**src/isfp_pkg.sv**
```systemverilog
`timescale 1ns / 1ps
// ----------------------------------------------------------------------------
// isfp_pkg
// Shared types and constants for the inverter status frame parser.
// ----------------------------------------------------------------------------
package isfp_pkg;

   localparam int FRAME_LEN = 27;
   localparam int LAST_POS  = FRAME_LEN - 1;

   typedef enum logic [1:0] {
      PHASE_MAGIC = 2'd0,
      PHASE_CODE  = 2'd1,
      PHASE_BODY  = 2'd2
   } phase_type;

   localparam logic REG_HEADER_MAGIC = 1'b0;
   localparam logic REG_STATUS_CODE  = 1'b1;

   typedef struct packed {
      logic [7:0] header_magic;
      logic [7:0] status_code;
   } csr_type;

   typedef struct packed {
      logic [31:0] device_id;
      logic [31:0] energy_bits;
      logic [15:0] dc_volts_centi;
      logic [15:0] dc_amps_centi;
      logic [15:0] ac_volts_centi;
      logic [15:0] ac_amps_centi;
      logic [7:0]  state_byte;
      logic [7:0]  temperature_byte;
      logic        sum_ok;
   } frame_type;

endpackage

```
**src/isfp_front.sv**
```systemverilog
`timescale 1ns / 1ps
// ----------------------------------------------------------------------------
// isfp_front
// Header hunt, byte collection and checksum; hands a finished frame to the
// queue on its last byte.
// ----------------------------------------------------------------------------
module isfp_front import isfp_pkg::*; #(
   parameter int CHECKSUM_SPAN = 14
) (
   input  logic       clock,
   input  logic       reset,
   input  csr_type    cfg,
   input  logic       in_valid,
   input  logic [7:0] in_data,
   output logic       in_ready,
   input  logic       q_full,
   output logic       push_valid,
   output frame_type  push_frame
);

   localparam int CHECK_IDX = (CHECKSUM_SPAN < LAST_POS) ? CHECKSUM_SPAN : 0;

   phase_type  phase_ff, phase_in;
   logic [4:0] pos_ff, pos_in;
   logic [7:0] sum_ff, sum_in;
   logic [7:0] frame_ff [LAST_POS];
   logic       accept;
   logic [7:0] check_byte;

   assign in_ready = !q_full;
   assign accept   = in_valid && !q_full;

   always_ff @(posedge clock) begin
      if (reset) begin
         phase_ff <= PHASE_MAGIC;
         pos_ff   <= '0;
         sum_ff   <= '0;
      end else begin
         phase_ff <= phase_in;
         pos_ff   <= pos_in;
         sum_ff   <= sum_in;
      end
   end

   always_ff @(posedge clock) begin
      if (accept && phase_ff == PHASE_BODY && pos_ff < 5'(LAST_POS)) begin
         frame_ff[pos_ff] <= in_data;
      end
   end

   always_comb begin
      phase_in   = phase_ff;
      pos_in     = pos_ff;
      sum_in     = sum_ff;
      push_valid = 1'b0;
      if (accept) begin
         unique case (phase_ff)
            PHASE_CODE: begin
               if (in_data == cfg.status_code) begin
                  sum_in   = sum_ff + in_data;
                  pos_in   = 5'd2;
                  phase_in = PHASE_BODY;
               end else if (in_data == cfg.header_magic) begin
                  sum_in   = in_data;
                  pos_in   = 5'd1;
                  phase_in = PHASE_CODE;
               end else begin
                  sum_in   = '0;
                  pos_in   = '0;
                  phase_in = PHASE_MAGIC;
               end
            end
            PHASE_BODY: begin
               if (pos_ff < 5'(CHECKSUM_SPAN)) begin
                  sum_in = sum_ff + in_data;
               end
               if (pos_ff == 5'(LAST_POS)) begin
                  push_valid = 1'b1;
                  sum_in     = '0;
                  pos_in     = '0;
                  phase_in   = PHASE_MAGIC;
               end else begin
                  pos_in = pos_ff + 5'd1;
               end
            end
            default: begin
               phase_in = PHASE_MAGIC;
               if (in_data == cfg.header_magic) begin
                  sum_in   = in_data;
                  pos_in   = 5'd1;
                  phase_in = PHASE_CODE;
               end
            end
         endcase
      end
   end

   // check byte is the current byte when it is the last one of the frame
   assign check_byte = (CHECKSUM_SPAN == LAST_POS) ? in_data : frame_ff[CHECK_IDX];

   always_comb begin
      push_frame.device_id        = {frame_ff[6], frame_ff[7], frame_ff[8], frame_ff[9]};
      push_frame.energy_bits      = {frame_ff[10], frame_ff[11], frame_ff[12], frame_ff[13]};
      push_frame.dc_volts_centi   = {frame_ff[15], frame_ff[16]};
      push_frame.dc_amps_centi    = {frame_ff[17], frame_ff[18]};
      push_frame.ac_volts_centi   = {frame_ff[19], frame_ff[20]};
      push_frame.ac_amps_centi    = {frame_ff[21], frame_ff[22]};
      push_frame.state_byte       = frame_ff[25];
      push_frame.temperature_byte = in_data;
      push_frame.sum_ok           = (sum_ff == check_byte);
   end

endmodule

```
**src/isfp_queue.sv**
```systemverilog
`timescale 1ns / 1ps
// ----------------------------------------------------------------------------
// isfp_queue
// Two-entry frame queue between the byte collector and the output stage.
// ----------------------------------------------------------------------------
module isfp_queue import isfp_pkg::*; (
   input  logic      clock,
   input  logic      reset,
   input  logic      push_valid,
   input  frame_type push_frame,
   output logic      full,
   output logic      pop_valid,
   input  logic      pop_ready,
   output frame_type pop_frame
);

   frame_type  slot_ff [2];
   logic [1:0] count_ff, count_in;
   logic       wr_ptr_ff, wr_ptr_in;
   logic       rd_ptr_ff, rd_ptr_in;
   logic       do_push, do_pop;

   assign full      = (count_ff == 2'd2);
   assign pop_valid = (count_ff != 2'd0);
   assign pop_frame = slot_ff[rd_ptr_ff];
   assign do_push   = push_valid && !full;
   assign do_pop    = pop_valid && pop_ready;

   always_comb begin
      wr_ptr_in = wr_ptr_ff ^ do_push;
      rd_ptr_in = rd_ptr_ff ^ do_pop;
      count_in  = count_ff + {1'b0, do_push} - {1'b0, do_pop};
   end

   always_ff @(posedge clock) begin
      if (reset) begin
         count_ff  <= '0;
         wr_ptr_ff <= 1'b0;
         rd_ptr_ff <= 1'b0;
      end else begin
         count_ff  <= count_in;
         wr_ptr_ff <= wr_ptr_in;
         rd_ptr_ff <= rd_ptr_in;
      end
   end

   always_ff @(posedge clock) begin
      if (do_push) begin
         slot_ff[wr_ptr_ff] <= push_frame;
      end
   end

endmodule

```
**src/isfp_back.sv**
```systemverilog
`timescale 1ns / 1ps
// ----------------------------------------------------------------------------
// isfp_back
// Output stage: forms the power products and holds the result transaction.
// ----------------------------------------------------------------------------
module isfp_back import isfp_pkg::*; (
   input  logic         clock,
   input  logic         reset,
   input  logic         in_valid,
   input  frame_type    in_frame,
   output logic         in_ready,
   output logic         rsp_tvalid,
   input  logic         rsp_tready,
   output logic [207:0] rsp_tdata,
   output logic         rsp_tuser
);

   logic         valid_ff, valid_in;
   logic [207:0] data_ff;
   logic         flag_ff;
   logic         load;
   logic [31:0]  dc_product;
   logic [31:0]  ac_product;

   assign in_ready   = !valid_ff || rsp_tready;
   assign load       = in_valid && in_ready;
   assign dc_product = 32'(in_frame.dc_volts_centi) * 32'(in_frame.dc_amps_centi);
   assign ac_product = 32'(in_frame.ac_volts_centi) * 32'(in_frame.ac_amps_centi);

   always_comb begin
      valid_in = valid_ff;
      if (load) begin
         valid_in = 1'b1;
      end else if (rsp_tready) begin
         valid_in = 1'b0;
      end
   end

   always_ff @(posedge clock) begin
      if (reset) begin
         valid_ff <= 1'b0;
      end else begin
         valid_ff <= valid_in;
      end
   end

   always_ff @(posedge clock) begin
      if (load) begin
         data_ff <= {in_frame.temperature_byte, in_frame.state_byte,
                     ac_product, in_frame.ac_amps_centi, in_frame.ac_volts_centi,
                     dc_product, in_frame.dc_amps_centi, in_frame.dc_volts_centi,
                     in_frame.energy_bits, in_frame.device_id};
         flag_ff <= in_frame.sum_ok;
      end
   end

   assign rsp_tvalid = valid_ff;
   assign rsp_tdata  = data_ff;
   assign rsp_tuser  = flag_ff;

endmodule

```
**src/inverter_status_frame_parser.sv**
```systemverilog
`timescale 1ns / 1ps
// Path: a frame's last accepted byte pushes it into a queue slot, then the output register offers it on rsp.
// Throughput: one byte per cycle while the queue is not full, set by the header/collect loop;
// a frame takes 27 bytes, so at most one result per 27 accepted bytes.
// Reset: synchronous; clears the hunt state, queue, output stage and registers.
// ----------------------------------------------------------------------------
// inverter_status_frame_parser
// Byte-stream parser for inverter status frames with checksum and power.
// ----------------------------------------------------------------------------
module inverter_status_frame_parser import isfp_pkg::*; #(
   parameter int CHECKSUM_SPAN = 14
) (
   input  logic         clock,
   input  logic         reset,
   input  logic         req_tvalid,
   output logic         req_tready,
   input  logic [7:0]   req_tdata,   // [7:0] rx_byte
   output logic         rsp_tvalid,
   input  logic         rsp_tready,
   // [31:0] device_id, [63:32] energy_bits, [79:64] dc_volts_centi,
   // [95:80] dc_amps_centi, [127:96] dc_power_product, [143:128] ac_volts_centi,
   // [159:144] ac_amps_centi, [191:160] ac_power_product, [199:192] state_byte,
   // [207:200] temperature_byte
   output logic [207:0] rsp_tdata,
   output logic         rsp_tuser,   // [0] sum_ok
   input  logic         csr_psel,
   input  logic         csr_penable,
   input  logic         csr_pwrite,
   input  logic [2:0]   csr_paddr,
   input  logic [31:0]  csr_pwdata,
   output logic [31:0]  csr_prdata,
   output logic         csr_pready
);

   csr_type   csr_ff;
   logic      csr_write;
   logic      push_valid;
   frame_type push_frame;
   logic      q_full;
   logic      pop_valid;
   logic      pop_ready;
   frame_type pop_frame;

   assign csr_pready = 1'b1;
   assign csr_write  = csr_psel && csr_penable && csr_pwrite && csr_pready;

   always_ff @(posedge clock) begin
      if (reset) begin
         csr_ff <= '0;
      end else if (csr_write) begin
         unique case (csr_paddr[2])
            REG_HEADER_MAGIC: csr_ff.header_magic <= csr_pwdata[7:0];
            REG_STATUS_CODE:  csr_ff.status_code  <= csr_pwdata[7:0];
            default: ;
         endcase
      end
   end

   always_comb begin
      unique case (csr_paddr[2])
         REG_HEADER_MAGIC: csr_prdata = {24'd0, csr_ff.header_magic};
         REG_STATUS_CODE:  csr_prdata = {24'd0, csr_ff.status_code};
         default:          csr_prdata = '0;
      endcase
   end

   isfp_front #(
      .CHECKSUM_SPAN (CHECKSUM_SPAN)
   ) u_front (
      .clock      (clock),
      .reset      (reset),
      .cfg        (csr_ff),
      .in_valid   (req_tvalid),
      .in_data    (req_tdata),
      .in_ready   (req_tready),
      .q_full     (q_full),
      .push_valid (push_valid),
      .push_frame (push_frame)
   );

   isfp_queue u_queue (
      .clock      (clock),
      .reset      (reset),
      .push_valid (push_valid),
      .push_frame (push_frame),
      .full       (q_full),
      .pop_valid  (pop_valid),
      .pop_ready  (pop_ready),
      .pop_frame  (pop_frame)
   );

   isfp_back u_back (
      .clock      (clock),
      .reset      (reset),
      .in_valid   (pop_valid),
      .in_frame   (pop_frame),
      .in_ready   (pop_ready),
      .rsp_tvalid (rsp_tvalid),
      .rsp_tready (rsp_tready),
      .rsp_tdata  (rsp_tdata),
      .rsp_tuser  (rsp_tuser)
   );

   a_no_push_when_full: assert property (@(posedge clock) disable iff (reset)
      !(push_valid && q_full))
      else $error("frame pushed into a full queue");

   a_queue_drains: assert property (@(posedge clock) disable iff (reset)
      (pop_valid && !rsp_tvalid) |=> rsp_tvalid)
      else $error("queued frame not moved to the output stage");

   a_idle_after_reset: assert property (@(posedge clock)
      ($past(reset) && !reset) |-> !rsp_tvalid)
      else $error("result offered right after reset");

endmodule

```
**config.mk**
```make
export PLATFORM = sky130hd
export DESIGN_NAME = inverter_status_frame_parser
export DESIGN_NICKNAME = d
export VERILOG_FILES = /design/src/isfp_pkg.sv /design/src/isfp_front.sv /design/src/isfp_queue.sv /design/src/isfp_back.sv /design/src/inverter_status_frame_parser.sv
export SDC_FILE = /design/constraint.sdc
export NUM_CORES = 2
export LEC_CHECK = 0
export ABC_AREA = 1
export BUFFER_PORTS_ARGS = -buffer_cell sky130_fd_sc_hd__buf_2
export CORE_ASPECT_RATIO = 1.1
export CORE_MARGIN = 2
export CORE_UTILIZATION = 56
export DETAILED_ROUTE_END_ITERATION = 8
export GPL_TIMING_DRIVEN = 0
export PLACE_DENSITY = 0.83
export SLEW_MARGIN = 20
export SYNTH_ARGS = -nofsm -noshare
export SYNTH_HDL_FRONTEND = slang
export SYNTH_SLANG_ARGS = --single-unit
```
**constraint.sdc**
```tcl
create_clock -name clock -period 10.2 [get_ports clock]
set_input_delay 0 -clock clock [delete_from_list [all_inputs] [get_ports clock]]
set_output_delay 0 -clock clock [all_outputs]
set_load 0.005 [all_outputs]
```
# After elaboration in Yosys (flattened, before gate mapping)
# Memories as Yosys holds them, arrays and structs flattened. A register that Yosys moved wholly into a read port is not among the register bits.
# Cells that the tools add are included.
dict set report word_totals {
  ff_bits 245
  ramBits 498
  inputBits 50
  out_inout_bits 244
  elab_cells 77
  memories 2
}
dict set report op_classes {
  add_sub_neg 4
  mul 2
  magnitude_cmp 2
  eq_ne 9
  n_mux 26
  n_bitwise 3
  n_reduce_logical 18
}
# name words word_bits read_ports rd_ports_with_merged_regs wr line_no
set memory_table {}
lappend memory_table {u_queue.slot_ff 2 145 1 1 1 isfp_queue.sv:17} ;# frame_type slot_ff [2];
lappend memory_table {u_front.frame_ff 26 8 18 0 1 isfp_front.sv:26} ;# logic [7:0] frame_ff [LAST_POS];
# op n
set op_table {}
lappend op_table {{$mul 16x16->32} 2}
lappend op_table {{$pmux 32 s2} 1}
lappend op_table {{$mux 8} 5}
lappend op_table {{$eq 8x8->1} 3}
lappend op_table {{$pmux 8 s2} 1}
lappend op_table {{$mux 5} 3}
lappend op_table {{$mux 1} 12}
lappend op_table {{$pmux 5 s2} 1}
lappend op_table {{$add 8x8->8} 1}
lappend op_table {{$reduce_and 2->1} 4}
lappend op_table {{$logic_and 1x1->1} 7}
lappend op_table {{$add 5x1->5 const B} 1}
lappend op_table {{$eq 5x5->1 const B} 1}
lappend op_table {{$lt 5x4->1 const B} 1}
lappend op_table {{$lt 5x5->1 const B} 1}
lappend op_table {{$eq 2x2->1 const B} 2}
lappend op_table {{$mux 2} 2}
lappend op_table {{$pmux 2 s2} 1}
lappend op_table {{$reduce_bool 2->1} 2}
lappend op_table {{$ne 3x3->1 const B} 1}
lappend op_table {{$reduce_and 3->1} 1}
lappend op_table {{$reduce_bool 3->1} 1}
lappend op_table {{$add 2x1->2} 1}
lappend op_table {{$eq 2x1->1 const B} 1}
lappend op_table {{6 further kinds} 8}

# Logic depth before layout (Yosys ltp)
dict set report depth {
  ltp_word 7
  ltp_mapped 30
  depth_no_buf 28
}

# Modules after synthesis
# A second synthesis with hierarchy kept.
dict set report hier_totals {
  cells_unflattened 4085
  hier_area_um2 43242.7
}
# mod n_inst cells_each area_per_inst_um2 seq_area_each_um2
set modules_own_cells {}
lappend modules_own_cells {isfp_back 1 2955 25248.0 6296.0}
lappend modules_own_cells {isfp_queue 1 486 10751.6 8788.4}
lappend modules_own_cells {isfp_front 1 492 6253.5 4624.4}
lappend modules_own_cells {inverter_status_frame_parser 1 152 989.7 320.3}

# Worst setup path before layout
# OpenSTA, ideal clock, no wires.
dict set report synth_timing {
  path_type {register to register}
  startpoint {register u_back.valid_ff, in the netlist u_back.rsp_tvalid}
  endpoint {register u_queue.count_ff[1]}
  setup_ns 0.070
  t_arrival_ns 11.152
  t_required_ns 10.130
  path_slack_ns -1.022
  stages_incl_launch_ff 10
  path_buffers 0
  period_less_slack_ns 11.222
  path_cell_list {dfxtp_1 > inv_1 > nor2_1 > nor2_1 > ha_1 > inv_1 > ha_1 > xor2_1 > o21ai_0 > a21oi_1}
}
dict set report synth_via {
  elab_chain_cells 4
}
# item line_no
set synth_rtl {}
lappend synth_rtl {{start: declaration} isfp_back.sv:18} ;# logic valid_ff, valid_in;
lappend synth_rtl {{start signal: assignment} isfp_back.sv:43} ;# valid_ff <= valid_in;
lappend synth_rtl {{$logic_not 1->1} isfp_back.sv:25} ;# assign in_ready = !valid_ff || rsp_tready;
lappend synth_rtl {{$logic_or 1x1->1} isfp_back.sv:25}
lappend synth_rtl {{$logic_and 1x1->1} n/a}
lappend synth_rtl {{named net u_back.load} isfp_back.sv:21} ;# logic load;
lappend synth_rtl {{$sub 2x1->2} isfp_queue.sv:32} ;# count_in = count_ff + {1'b0, do_push} - {1'b0, do_pop};
lappend synth_rtl {{end signal: assignment} isfp_queue.sv:41} ;# count_ff <= count_in;
lappend synth_rtl {{end: declaration} isfp_queue.sv:18} ;# logic [1:0] count_ff, count_in;
# The timed path passes the listed nets, and every way through them passes these cells.
# A chain may end at the register's enable or synchronous reset.

==> results by group <==
Synth
  – Synthesis Warnings: 0
  – Number of synthesized register bits: about 680
  – Compound-Gate Fraction of Synth Area: roughly 4.0%
  – Fraction of registers with async set/reset: 0%
  – Cells after Synth: approximately 3.7k
  – Post-synthesis sequential area ratio: 48.6%
  – Main combinational cell family by area after synthesis: adder cells
  – Post-synthesis cell type count: 46
  – EDFF count, synth: ~640
  – Mapped cell area: around 41000 um2
  – Synthesized area per cell: approximately 11 um2
  – Mux cell area share after synthesis: 0%
  – Area share of fa/ha/maj cells after synthesis: about 26%
  – Synth Area in Simple Gates: 13.1%
  – Main flop type after synthesis: edfxtp_1
  – Synth Area in XOR/XNOR: between 1 and 1.5%

Placed design
  – Dpl hpwl: 73.1 mm
  – Port-buffer cells: approximately 240
  – RD Place Congestion: 0.949

Drt
  – DRT Pass-1 Iters: 5
  – Drt total wl: roughly 100 mm
  – Routed len/inst: slightly below 20 um
  – Via count: 27.6k
  – Post-route ant nets: 0
  – DR DRC count: 0
  – Initial DRC count: 2492
  – Vias per cell: between 5 and 6

Floorplanning
  – Rows: 104
  – DIE WIDTH: ~260 um
  – Die Y: 289 um
  – Full die area: about 76000 um2
  – Core Region: roughly 73000 um2
  – Total I/O pin count: 294
  – Initial Util: 56.5%

Critical path
  – Data required time of the worst path: roughly 11000 ps
  – Critical R2R Launch: u_queue.rd_ptr_ff
  – CP Launch Point: u_queue.rd_ptr_ff
  – Worst reg2reg endpoint: u_back.rsp_tdata[121]
  – Reg-to-reg slack, setup: 3310 ps
  – Max stage delay on crit path: ~560 ps
  – Slowest-stage cell, CP: fa_1
  – CP Class: reg2reg
  – Worst setup EP type: register
  – Worst Path Max Fanout: 10
  – CP Launch Type: register
  – Reg2Reg Depth: 24
  – CP most frequent cell: fa_1
  – Crit-path cells: inv_2, clkbuf_1, or2_2, o21ai_2, inv_2, buf_2, nand2_1, fa_1, fa_1, inv_1, fa_1, fa_1, fa_1, inv_1, fa_1, inv_1, ha_1, nand2_1, nor2_1, inv_1, nor3_1, o21ai_0, nand4_1, nand2_1
  – Crit path DAT: 7260 ps

CTS
  – Num CTS Buffers: 68
  – Clock-pin slew on the worst setup and hold paths: 70 ps
  – Postcts setup bufs: 0
  – Sink count of the clock tree: ~680
  – Root Driver: clkbuf_16
  – PostCTS Resize Cnt: 0
  – Max clock buf depth: 3
  – CTS tree: done
  – Htree depth: 3
  – Clock latency on the worst-skew pair: 640 ps

Hold path
  – WHS Endpoint: u_front.frame_ff[6][2]
  – Worst hold-check path type: in2reg
  – Worst hold start: req_tdata[2]
  – Hold path cells: 1

Finish
  – Filler instances: 5463
  – Area grow syn2layout: 13.0%
  – Fraction of layout instances using a drive strength above 1: between 10% and 20%
  – Most frequent cells in the layout: nand2_1 (777), edfxtp_1 (643), inv_1 (596)
  – Nets: 4737
  – Diode count: 0
  – Most common cell after layout, fill and taps aside: nand2_1

STA
  – Max Slew Vio Count: 0
  – Max-slew headroom: 34.7%
  – RSZ-0062 raised after global routing: false
  – Crit share post-route: 67.6%
  – Worst-Margin Slew: just under 1000 ps
  – Fmax: roughly 150 MHz
  – Clock Skew: around 37 ps
  – Final setup viols: 0
  – Final Hold Violating Endpoints: 0
  – Tmin final: around 6900 ps
  – Setup TNS: 0 ps

GRT
  – Gr ovfl total: 0
  – Vias in the first global route: 28.7k
  – Antenna violations before repair: 2
  – Largest net degree at the start of global routing: just under 50
  – First-pass GRT wire length: about 160 mm
  – Total GRT Usage: 26.9%

Status
  – Status: finished, final reports clean

Job
  – Max Cap Violations: 0
worst max path at each step:
stage                            end  slack (ps)  cells past startpoint
2_1_floorplan    u_queue.count_ff[1]        2910                      8
3_3_place_gp     u_queue.count_ff[1]         520                      8
3_5_place_dp   u_back.rsp_tdata[180]        3370                     22
4_1_cts        u_back.rsp_tdata[180]        3330                     22
5_1_grt        u_back.rsp_tdata[121]        2950                     24
6_report       u_back.rsp_tdata[121]        3310                     24
state kept, by name, summed over array words and instances (netlist names):
| name | flops |
|---|---|
| csr_ff | 16 |
| u_back.rsp_tdata | 208 |
| u_back.rsp_tuser | 1 |
| u_back.rsp_tvalid | 1 |
| u_front.frame_ff | 144 |
| u_front.phase_ff | 2 |
| u_front.pos_ff | 5 |
| u_front.sum_ff | 8 |
| u_queue.count_ff | 2 |
| u_queue.rd_ptr_ff | 1 |
| u_queue.slot_ff | 290 |
| u_queue.wr_ptr_ff | 1 |
metrics by stage:
| stage | worst slack (ps) | area (um2) | hold slack, ps | std cells | util, % |
|---|---|---|---|---|---|
| global route | 2950 | 46600 | 25.6 | 5080 | 63.8 |
| floorplan | 2910 | 41300 | 83.3 | 3722 | - |
| CTS | 3330 | 46600 | 4.09 | 5080 | 63.8 |
| global placement | 524 | 43700 | 239 | 4918 | 59.9 |
| detailed placement | 3370 | 44100 | 246 | 4932 | 60.4 |
| finish | 3310 | 46600 | 25.9 | 5080 | 63.8 |
per-layer routing:
metal / part of all wire (%) / GRT usage, % / vias up
li1: - / - / 12500
met1: 38 / 33.9 / 13500
met2: 50 / 46.4 / 1342
met3: 8.8 / 5.22 / 264
met4: 3.4 / 10.5 / 2
met5: 0.012 / 0 / -
kinds of logic after synthesis:
logic type | Yosys count
AND/OR/NAND/NOR | 1332
buffers and inverters | 744
flip-flops | 679
adder cells (fa/ha/maj) | 614
AO/OA/AOI/OAI | 264
XOR/XNOR | 64
other | 2
worst max-delay path, delay by kind of cell (launching register included):
kind | cells | cell delay (ps)
AOI/OAI and AO/OA | 2 | 280
adders and majority gates | 7 | 3430
buffers and inverters | 8 | 1390
DFF | 1 | 350
and+or+nand+nor | 7 | 1200
repair_timing:
item | in CTS | in global routing
hold buffers | 25 | 0
endpoints found under the setup margin | 0 | 0
hold endpoints to repair | 85 | 0
cell usage after synthesis, types with 6 or more instances:
master      n  area share (%)
ha_1      225             6.8
clkbuf_1   24            0.22
xnor2_1    29            0.62
or2_1      22            0.33
a21oi_1   100             1.2
or2_2      40            0.61
dfxtp_1    36             1.7
nand4_1    19            0.29
nand3_1    69            0.84
o21ai_1    13            0.16
o21ai_2    61             1.3
nand3b_1    7            0.13
nand2_1   777             7.1
xor2_1     35            0.74
buf_2      51            0.62
fa_1      389              19
edfxtp_1  643              47
a21o_1      7            0.13
o21ai_0    62            0.75
buf_4      33            0.60
inv_2      36            0.33
inv_1     596             5.4
o21a_1      6            0.11
nor3_1     17            0.21
nor2_1    365             3.3
final cells by class:
cell class                 count  area, um2  share of cell area (%)
sequential                   679      20000                    43.0
multi-input combinational   2299      18300                    39.3
inverter                     636       2400                    5.15
timing repair buffer         281       1770                    3.80
clock buffer                  79       1740                    3.74
tap                          954       1190                    2.56
buffer                       108        593                    1.27
clock inverter                44        524                    1.13
Power is not shown: default switching activity piles up to over one toggle a cycle in this logic, so the estimate is an artifact.
